## src/design/assert_macros.svh

```systemverilog
// Assertion helpers for the design files.
`ifndef ASSERT_MACROS_SVH
`define ASSERT_MACROS_SVH

// Condition must hold at every clock edge out of reset.
`define ASSERT_ALWAYS(label, clk, rst_n, cond, msg) \
	label: assert property (@(posedge clk) disable iff (!rst_n) (cond)) else $error(msg);

// When trig holds, cond must hold in the next cycle.
`define ASSERT_NEXT(label, clk, rst_n, trig, cond, msg) \
	label: assert property (@(posedge clk) disable iff (!rst_n) (trig) |=> (cond)) else $error(msg);

`endif

```

## src/design/ile_pkg.sv

```systemverilog
package ile_pkg;

	localparam int unsigned CAPACITY_DEF = 64;

	typedef enum logic [3:0] {
		CMD_ADD_FIRST     = 4'd0,
		CMD_ADD_LAST      = 4'd1,
		CMD_INSERT_BEFORE = 4'd2,
		CMD_INSERT_AFTER  = 4'd3,
		CMD_REMOVE_FIRST  = 4'd4,
		CMD_REMOVE_LAST   = 4'd5,
		CMD_REMOVE_AT     = 4'd6,
		CMD_READ_AT       = 4'd7,
		CMD_FIND_VALUE    = 4'd8
	} cmd_t;

	typedef enum logic [1:0] {
		ST_OK   = 2'd0,
		ST_MISS = 2'd1,
		ST_FULL = 2'd2
	} status_t;

	typedef enum logic [3:0] {
		S_IDLE,
		S_INS_RD,
		S_INS_WR,
		S_PUT,
		S_GET_RD,
		S_GET_USE,
		S_SH_RD,
		S_SH_WR,
		S_SCAN_RD,
		S_SCAN_CMP,
		S_OUT
	} state_t;

endpackage

```

## src/design/indexed_list_engine.sv

```systemverilog
`include "assert_macros.svh"

// Ordered list of signed 32-bit words, up to CAPACITY entries, held in one
// simple dual-port synchronous RAM (one read, one write per cycle, read data
// registered). Each command yields one result word. Rejected commands (full
// insert, empty or out-of-range remove or read, unused codes, find on an empty
// list) go straight to the output state. read_at reads entry k; insert at k
// shifts entries k and up by one, then writes the value; remove at k reads
// entry k, then shifts the entries above it down; find_value compares entries
// in turn until a match or the list end. Shifting and scanning move one entry
// per read state and write or compare state. A new command is taken once the
// engine is idle, while the previous result may still wait on the output; a
// result that is not taken holds the engine in its output state. No clearing
// pass after reset: data past the count is never used.
module indexed_list_engine
	import ile_pkg::*;
#(
	parameter int unsigned CAPACITY = CAPACITY_DEF
) (
	input  logic               clk,
	input  logic               arst_n,
	input  logic               in_valid,
	output logic               in_ready,
	input  logic [3:0]         cmd,
	input  logic [7:0]         position,
	input  logic signed [31:0] value,
	output logic               out_valid,
	input  logic               out_ready,
	output logic [1:0]         status,
	output logic signed [31:0] read_value,
	output logic [5:0]         found_index,
	output logic [6:0]         item_count,
	output logic               is_empty
);

	localparam int unsigned AW = $clog2(CAPACITY);
	localparam int unsigned CW = $clog2(CAPACITY + 1);
	localparam int unsigned PW = (CW > 8) ? CW : 8;

	logic [31:0] mem [CAPACITY];
	logic [31:0] rdata_q;

	state_t state_q, state_d;
	logic [CW-1:0] count_q;
	logic [CW-1:0] ptr_q;
	logic [CW-1:0] at_q;
	logic [31:0]   val_q;
	status_t       res_status_q;
	logic [31:0]   res_val_q;
	logic [CW-1:0] res_idx_q;

	logic          out_valid_q;
	status_t       status_q;
	logic [31:0]   read_value_q;
	logic [5:0]    found_index_q;
	logic [6:0]    item_count_q;
	logic          is_empty_q;

	logic          accept;
	logic [PW-1:0] pos_x, cnt_x;
	logic          pos_in;
	logic          full;
	logic [CW-1:0] at_ins;

	logic          re, we;
	logic [AW-1:0] ra, wa;
	logic [31:0]   wd;
	logic [CW-1:0] ptr_dn, ptr_up;

	assign in_ready = (state_q == S_IDLE);
	assign accept   = in_valid && in_ready;
	assign pos_x    = PW'(position);
	assign cnt_x    = PW'(count_q);
	assign pos_in   = pos_x < cnt_x;
	assign full     = (count_q == CW'(CAPACITY));
	assign ptr_dn   = ptr_q - 1'b1;
	assign ptr_up   = ptr_q + 1'b1;

	always_comb begin
		case (cmd_t'(cmd))
			CMD_ADD_FIRST:     at_ins = '0;
			CMD_INSERT_BEFORE: at_ins = pos_in ? CW'(position) : count_q;
			CMD_INSERT_AFTER:  at_ins = pos_in ? CW'(pos_x + 1'b1) : count_q;
			default:           at_ins = count_q;
		endcase
	end

	// RAM port control
	always_comb begin
		re = 1'b0;
		ra = '0;
		we = 1'b0;
		wa = '0;
		wd = rdata_q;
		unique case (state_q)
			S_INS_RD: begin
				re = 1'b1;
				ra = ptr_dn[AW-1:0];
			end
			S_INS_WR, S_SH_WR: begin
				we = 1'b1;
				wa = ptr_q[AW-1:0];
			end
			S_PUT: begin
				we = 1'b1;
				wa = at_q[AW-1:0];
				wd = val_q;
			end
			S_GET_RD: begin
				re = 1'b1;
				ra = at_q[AW-1:0];
			end
			S_SH_RD: begin
				re = 1'b1;
				ra = ptr_up[AW-1:0];
			end
			S_SCAN_RD: begin
				re = 1'b1;
				ra = ptr_q[AW-1:0];
			end
			default: ;
		endcase
	end

	always_ff @(posedge clk) begin
		if (we)
			mem[wa] <= wd;
		if (re)
			rdata_q <= mem[ra];
	end

	// next state
	always_comb begin
		state_d = state_q;
		unique case (state_q)
			S_IDLE: begin
				if (accept) begin
					state_d = S_OUT;
					unique case (cmd_t'(cmd))
						CMD_ADD_FIRST, CMD_ADD_LAST, CMD_INSERT_BEFORE,
						CMD_INSERT_AFTER: begin
							if (!full)
								state_d = (at_ins == count_q) ? S_PUT : S_INS_RD;
						end
						CMD_REMOVE_FIRST, CMD_REMOVE_LAST:
							if (count_q != '0)
								state_d = S_GET_RD;
						CMD_REMOVE_AT, CMD_READ_AT:
							if (pos_in)
								state_d = S_GET_RD;
						CMD_FIND_VALUE:
							if (count_q != '0)
								state_d = S_SCAN_RD;
						default: ;
					endcase
				end
			end
			S_INS_RD:   state_d = S_INS_WR;
			S_INS_WR:   state_d = (ptr_dn == at_q) ? S_PUT : S_INS_RD;
			S_PUT:      state_d = S_OUT;
			S_GET_RD:   state_d = S_GET_USE;
			S_GET_USE:  state_d = S_SH_RD;
			S_SH_RD:    state_d = S_SH_WR;
			S_SH_WR:    state_d = S_SH_RD;
			S_SCAN_RD:  state_d = S_SCAN_CMP;
			S_SCAN_CMP: state_d = S_SCAN_RD;
			S_OUT:      if (!out_valid_q || out_ready) state_d = S_IDLE;
			default:    state_d = S_IDLE;
		endcase
		// early exits after the fetch and out of the shift and scan loops
		if (state_q == S_GET_USE && (res_status_q != ST_OK || !val_q[0]))
			state_d = S_OUT;
		// count already dropped: shift while the source index is below the old count
		if (state_q == S_SH_RD && ptr_up > count_q)
			state_d = S_OUT;
		if (state_q == S_SCAN_CMP && (rdata_q == val_q || ptr_up >= count_q))
			state_d = S_OUT;
	end

	always_ff @(posedge clk or negedge arst_n) begin
		if (!arst_n)
			state_q <= S_IDLE;
		else
			state_q <= state_d;
	end

	// count and command bookkeeping
	always_ff @(posedge clk or negedge arst_n) begin
		if (!arst_n) begin
			count_q      <= '0;
			res_status_q <= ST_MISS;
		end else begin
			unique case (state_q)
				S_IDLE: if (accept) begin
					res_status_q <= ST_MISS;
					if (cmd_t'(cmd) == CMD_ADD_FIRST || cmd_t'(cmd) == CMD_ADD_LAST ||
					    cmd_t'(cmd) == CMD_INSERT_BEFORE ||
					    cmd_t'(cmd) == CMD_INSERT_AFTER)
						res_status_q <= full ? ST_FULL : ST_OK;
					else if (state_d == S_GET_RD)
						res_status_q <= ST_OK;
				end
				S_PUT: count_q <= count_q + 1'b1;
				S_GET_USE: if (res_status_q == ST_OK && val_q[0])
					count_q <= count_q - 1'b1;
				S_SCAN_CMP: if (rdata_q == val_q)
					res_status_q <= ST_OK;
				default: ;
			endcase
		end
	end

	// payload registers
	always_ff @(posedge clk) begin
		unique case (state_q)
			S_IDLE: if (accept) begin
				res_val_q <= '0;
				res_idx_q <= '0;
				unique case (cmd_t'(cmd))
					CMD_ADD_FIRST, CMD_ADD_LAST, CMD_INSERT_BEFORE,
					CMD_INSERT_AFTER: begin
						at_q  <= at_ins;
						ptr_q <= count_q;
						val_q <= value;
					end
					CMD_REMOVE_FIRST: begin
						at_q  <= '0;
						val_q <= 32'd1;
					end
					CMD_REMOVE_LAST: begin
						at_q  <= count_q - 1'b1;
						val_q <= 32'd1;
					end
					CMD_REMOVE_AT: begin
						at_q  <= CW'(position);
						val_q <= 32'd1;
					end
					CMD_READ_AT: begin
						at_q  <= CW'(position);
						val_q <= 32'd0;
					end
					default: begin
						ptr_q <= '0;
						val_q <= value;
					end
				endcase
				// mark a remove_first or remove_last on an empty list as failed
				if ((cmd_t'(cmd) == CMD_REMOVE_FIRST || cmd_t'(cmd) == CMD_REMOVE_LAST)
				    && count_q == '0)
					val_q <= 32'd0;
			end
			S_INS_WR: ptr_q <= ptr_dn;
			S_GET_USE: begin
				res_val_q <= rdata_q;
				ptr_q     <= at_q;
			end
			S_SH_WR: ptr_q <= ptr_up;
			S_SCAN_CMP: begin
				if (rdata_q == val_q)
					res_idx_q <= ptr_q;
				ptr_q <= ptr_up;
			end
			default: ;
		endcase
	end

	// For reads val_q is zero, so no shift happens and the count holds.
	// Shifting after a remove only runs when val_q[0] is set.
	// (read_at leaves S_GET_USE straight to S_OUT via the early exit above.)

	// result register
	always_ff @(posedge clk or negedge arst_n) begin
		if (!arst_n) begin
			out_valid_q <= 1'b0;
		end else begin
			if (out_valid_q && out_ready)
				out_valid_q <= 1'b0;
			if (state_q == S_OUT && (!out_valid_q || out_ready))
				out_valid_q <= 1'b1;
		end
	end

	always_ff @(posedge clk) begin
		if (state_q == S_OUT && (!out_valid_q || out_ready)) begin
			status_q      <= res_status_q;
			read_value_q  <= (res_status_q == ST_OK) ? res_val_q : '0;
			found_index_q <= (res_status_q == ST_OK) ? 6'(res_idx_q) : '0;
			item_count_q  <= 7'(count_q);
			is_empty_q    <= (count_q == '0);
		end
	end

	assign out_valid   = out_valid_q;
	assign status      = status_q;
	assign read_value  = read_value_q;
	assign found_index = found_index_q;
	assign item_count  = item_count_q;
	assign is_empty    = is_empty_q;

	`ASSERT_ALWAYS(a_count_cap, clk, arst_n, count_q <= CW'(CAPACITY), "count past capacity")
	`ASSERT_ALWAYS(a_put_room, clk, arst_n, !(state_q == S_PUT) || !full, "insert into full list")
	`ASSERT_NEXT(a_out_load, clk, arst_n, state_q == S_OUT && !out_valid_q, out_valid_q && state_q == S_IDLE, "result not loaded")

endmodule

```

## config.mk

```make
export PLATFORM = sky130hd
export DESIGN_NAME = indexed_list_engine
export DESIGN_NICKNAME = d
export VERILOG_FILES = /design/src/design/ile_pkg.sv /design/src/design/indexed_list_engine.sv
export VERILOG_INCLUDE_DIRS = /design/src /design/src/design
export SDC_FILE = /design/constraint.sdc
export NUM_CORES = 2
export LEC_CHECK = 0
export BUFFER_PORTS_ARGS = -buffer_cell sky130_fd_sc_hd__buf_2
export CORE_ASPECT_RATIO = 0.9
export CORE_UTILIZATION = 45
export CTS_CLUSTER_SIZE = 14
export DETAILED_ROUTE_END_ITERATION = 6
export GPL_TIMING_DRIVEN = 0
export PLACE_DENSITY_LB_ADDON = 0.15
export SLEW_MARGIN = 25
export SYNTH_ARGS = -nofsm -noshare
export SYNTH_HDL_FRONTEND = slang
export SYNTH_SLANG_ARGS = --single-unit
export TNS_END_PERCENT = 100
```

## constraint.sdc

```tcl
create_clock -name clk -period 9.6 [get_ports clk]
set_input_delay 1.44 -clock clk [delete_from_list [all_inputs] [get_ports clk]]
set_output_delay 1.44 -clock clk [all_outputs]
set_load 0.005 [all_outputs]
```

* Word level (Yosys, flattened, before mapping) *
Memory sizes are Yosys's and may differ from the RTL's. A register that Yosys moved wholly into a read port is not among the register bits.
Index checks and enable logic that the tools add are counted.

cells by class
  $add $sub $neg = 5
  $lt $le $gt $ge = 3
  equality and inequality tests = 27
  reductions and logical operators = 45
  mux-type cells = 43

operators with widths
  kind                 number
  $pmux 32 s2          2
  $mux 32              2
  $pmux 7 s4           2
  $pmux 4 s10          1
  $eq 4x3->1 const B   9
  $eq 32x32->1         1
  $mux 4               8
  $mux 7               4
  $pmux 7 s2           2
  $pmux 6 s2           2
  $pmux 6 s4           1
  $add 7x1->7 const B  3
  $pmux 7 s3           1
  $eq 4x2->1 const B   4
  $eq 4x4->1 const B   4
  $pmux 4 s4           1
  $eq 7x7->1           2
  $mux 2               7
  $sub 7x1->7 const B  2
  $mux 6               2
  $reduce_or 4->1      3
  $reduce_bool 2->1    5
  $reduce_or 2->1      5
  $reduce_and 3->1     3
  other kinds (19)     47

word-level totals
  word-level logic and storage cells = 138
  bits of input ports = 48
  memories = 1
  register bits = 146
  output and inout bits = 50
  memory bits (writable) = 2048

memory list
  memory  words  bits a word  rd ports  clocked after memory_dff  wr ports  RTL line                   RTL
  mem     64     32           1         1                         1         indexed_list_engine.sv:40  logic [31:0] mem [CAPACITY];

* Logic depth before layout (Yosys ltp) *
  word-level depth = 17
  mapped depth = 16
  mapped depth without buffers = 13

* Worst setup path after synthesis *
No wires, ideal clock.

  path type = register to register
  start = reg state_q[1]
  end = reg rdata_q[0], read port of mem, enable pin
  path buffers = 4
  data arrival time = 3729 ps
  library setup time = 472 ps
  slack = 5399 ps
  stages on the path, launching flop included = 6
  period minus slack after synthesis = 4201 ps
  required time = 9128 ps
  cells stage by stage = dfrtp_1 buf_2 clkbuf_1 buf_1 clkbuf_1 o32ai_1

between the ends
  cells in the longest elaborated chain, start to end = 3
  elaborated cells between the ends (all ways) = 7
  classes of those cells = eq/ne (4); mux (2); reduce/logical (1)

RTL lines
  item                                RTL line                    RTL
  from (decl)                         indexed_list_engine.sv:43   state_t state_q, state_d;
  from (signal assigned)              indexed_list_engine.sv:184  state_q <= state_d;
  $eq 4x3->1 (tied with other cells)  indexed_list_engine.sv:95   unique case (state_q)
  $reduce_or 4->1 (no line)           --
  $mux 1                              indexed_list_engine.sv:95
  to (decl)                           indexed_list_engine.sv:41   logic [31:0] rdata_q;

Several ways; a longest one is shown, not always the timed one.
A chain may end at the register's enable or synchronous reset.

* Final worst setup path *
  start = reg ptr_q[0]
  end = reg rdata_q[1], read port of mem (data pin)

between the ends
  cells in the longest elaborated chain, start to end = 2
  elaborated cells between the ends (all ways) = 3
  classes of those cells = add/sub (2); mux (1)

RTL lines
  item                                        RTL line                                              RTL
  from (decl)                                 indexed_list_engine.sv:45                             logic [CW-1:0] ptr_q;
  from (signal assigned)                      indexed_list_engine.sv:223                            ptr_q <= count_q;
  from (signal assigned)                      indexed_list_engine.sv:252                            S_INS_WR: ptr_q <= ptr_dn;
  from (signal assigned)                      indexed_list_engine.sv:255                            ptr_q <= at_q;
  $add 7x1->7 or $sub 7x1->7 (tied branches)  indexed_list_engine.sv:77, indexed_list_engine.sv:76
  $pmux 6 s4 (*)                              indexed_list_engine.sv:95

Mark *: on every way between the ends. The rest lies on a longest branch, timed or not.

==> results.sh <==
export IMPL_ctsLongestPathBuffers=3
export IMPL_layout_common_cells="2,212 x edfxtp_1, 2,108 x nand2_1, 884 x nand3_1"
export IMPL_ys_seq_area_frac=0.718
export IMPL_synth_simple_area_share=0.160
export IMPL_clkTransAtPathRegs_ns=0.06
export IMPL_p_comb_frac=0.475
export IMPL_tightest_slew_ns=1.26
export IMPL_cts_root_buffer="clkbuf_16"
export IMPL_synth_seq_cells=2226
export IMPL_synth_edff_count=2212
export IMPL_firstDrtPassIters=7
export IMPL_crit_chain="buf_2 > inv_1 > ha_1 > clkbuf_1 > nor4b_2 > a32oi_2 > buf_8 > nand2_1 > clkbuf_1 > clkbuf_1 > buf_2 > nand3_1 > a21oi_1 > a311oi_1 > a31oi_1"
export IMPL_clkPwrFrac=0.206
export IMPL_crit_buf_inv=7
export IMPL_path_max_fanout=10
export IMPL_cts_hold_buf=0
export IMPL_crit_type="reg2reg"
export IMPL_synth_cell_type_count=77
export IMPL_routed_wl_mm=366
export IMPL_drive_gt1_frac=0.127
export IMPL_p_leak_nw=37.6
export IMPL_slew_headroom=0.154
export IMPL_drc=0
export IMPL_async_flop_share=0.00629
export IMPL_setup_slack_ns=2.41
export IMPL_max_freq_mhz=139
export IMPL_cts_max_level=4
export IMPL_seqPwrFrac=0.320
export IMPL_post_cts_buffers=0
export IMPL_start_util=0.455
export IMPL_fillers=17300
export IMPL_synth_flop_cell="edfxtp_1"
export IMPL_dr_total_vias=67500
export IMPL_final_common_cell="edfxtp_1"
export IMPL_hpwl_mm=266
export IMPL_antenna_found_initial=23
export IMPL_period_share=0.749
export IMPL_end_kind="flop"
export IMPL_synth_largest_area_cell="edfxtp_1"
export IMPL_muxShareOfSynthArea=0.0215
export IMPL_hold_path_class="reg2reg"
export IMPL_ys_warnings_count=0
export IMPL_top_level_ports=98
export IMPL_maxCapViolCount=0
export IMPL_cp_arrival_ns=7.70
export IMPL_cts_buffers=222
export IMPL_p_per_area_nw_per_um2=384
export IMPL_synthesis_area_um2=93000
export IMPL_cpPeakStageDelay_ns=0.89
export IMPL_gp_congestion=0.980
export IMPL_synth_top_family_by_area="simple AND/OR/NAND/NOR gates"
export IMPL_fin_tns_setup_ns=0
export IMPL_num_rows=157
export IMPL_dieArea_um2=208000
export IMPL_crit_path_start_kind="flop"
export IMPL_drtAntennaViolNets=0
export IMPL_synth_fa_ha_area_frac=0.00242
export IMPL_core_area_um2=204000
export IMPL_port_buffers=96
export IMPL_rsz0062_at_grt="false"
export IMPL_finClkSkew_ns=0.0480
export IMPL_synth_xor_area_frac=0.00574
export IMPL_crit_top_cell="clkbuf_1"
export IMPL_grt_first_pass_wirelength_mm=499
export IMPL_cts_sinks=2226
export IMPL_slew_viol_final=0
export IMPL_fin_nets=7934
export IMPL_internal_power_w=0.0223
export IMPL_min_period_ns=7.19
export IMPL_finalSetupViolCount=0
export IMPL_vdd_drop_max_uv=257
export IMPL_grt_use_total=0.348
export IMPL_worstPathRequired_ns=10.12
export IMPL_cp_slowest_cell="a31oi_1"
export IMPL_synth_nets=7436
export IMPL_hold_viol=0
export IMPL_synthCells=7370
export IMPL_grt_max_degree=65
export IMPL_synth_area_leaders="edfxtp_1 71%, nand2_1 8.5%, nand3_1 4.8%"
export IMPL_dp_slack_ns=2.72
export IMPL_globalRoute_totalOverflow=0
export IMPL_area_growth_syn_to_layout_pct=16.8
export IMPL_p_sw_w=0.0194
export IMPL_outcome="complete, no violations"
export IMPL_syn_area_per_cell_um2=12.6
export IMPL_viasPerCell=6.27
export IMPL_cts_resized_gates=0
export IMPL_drtIter0Drc=10800
export IMPL_synth_compound_area_frac=0.0680
export IMPL_grt_pass1_vias=62200
export IMPL_critical_path_top_delay_family="buffers and inverters"
export IMPL_die_y_um=433
export IMPL_clk_latency_ns=0.90
export IMPL_switching_share=0.465
export IMPL_die_x_um=481
export IMPL_tritoncts="done"
export IMPL_routedWlPerCell_um=34.0
export IMPL_synth_top_area_frac=0.714
## metrics by stage
| stage | cell area, µm² | power (W) | hold WS, ns | instances | util |
|---|---|---|---|---|---|
| after CTS | 109000 | 0.0408 | 0.452 | 10800 | 0.531 |
| after floorplan | 93000 | 0.0222 | 0.423 | 7370 | - |
| final | 109000 | 0.0417 | 0.454 | 10800 | 0.532 |
| after global routing | 109000 | 0.0423 | 0.466 | 10800 | 0.531 |
| after detailed placement | 102000 | 0.0324 | 0.437 | 10300 | 0.497 |
| after global placement | 96900 | 0.0313 | 0.430 | 10200 | 0.474 |
## logic make-up after synthesis
group | Yosys count
xor+xnor | 61
fa+ha+maj | 18
flops | 2226
mux | 188
buf+inv | 533
compound gates | 895
simple gates | 3449
## final cells by class
cell class,instances,area [µm²],area share
multi-input cells,4611,24700,0.227
clock inverters,141,1200,0.0111
flip-flops and latches,2226,66800,0.615
plain buffers,515,2250,0.0207
well taps,2703,3380,0.0311
repair buffers,274,4380,0.0404
inverters,18,67.6,0.000622
clock buffers,271,5810,0.0535
diodes,12,30.0,0.000277
## registers in the layout, summed over array words and instances (netlist names), 6 cells and up
signal	flops
mem	2048
rdata_q	32
read_value	32
res_val_q	32
val_q	32
at_q	7
count_q	7
item_count	7
ptr_q	7
found_index	6
res_idx_q	6
## final timing paths
| check | startpoint | slack, ns | cells after the start | end |
|---|---|---|---|---|
| min in group asynchronous | arst_n | 0.50 | 1 | count_q[5] |
| max | ptr_q[0] | 2.41 | 15 | rdata_q[1] |
| min reg2reg | count_q[2] | 0.45 | 0 | item_count[2] |
| max reg2reg | ptr_q[0] | 2.41 | 15 | rdata_q[1] |
| max in group asynchronous | arst_n | 8.74 | 1 | res_status_q[0] |
| min | count_q[2] | 0.45 | 0 | item_count[2] |
## power by group through the flow
stage	Clock (W)	Sequential, W	Combinational (W)
finish	0.00857	0.0133	0.0198
CTS	0.00859	0.0133	0.0189
floorplan	0	0.0134	0.00874
detailed placement	0	0.0135	0.0189
global placement	0	0.0137	0.0177
global route	0.00896	0.0133	0.0200
## Yosys cell counts, types with 35 or more instances
cell type	n
o211ai_1	91
mux2_2	62
edfxtp_1	2212
mux2i_1	123
and2_1	76
a31oi_1	92
a311oi_1	92
o21ai_0	49
nor3_1	39
buf_2	196
a21oi_1	192
nand3_1	884
buf_1	42
clkbuf_1	266
a31o_2	54
a221oi_1	35
nand2_1	2109
nor2_1	165
a211oi_1	54
o22ai_1	68
xnor2_1	46
and3_1	69
## routing by layer
layer / wire [µm] / vias up / track usage
met5: 149 / - / 0
met4: 25000 / 16 / 0.205
met3: 43600 / 895 / 0.0890
met2: 157000 / 4482 / 0.508
met1: 141000 / 33800 / 0.471
li1: - / 28300 / -
Note: power is estimated with default switching activity, not from simulation.
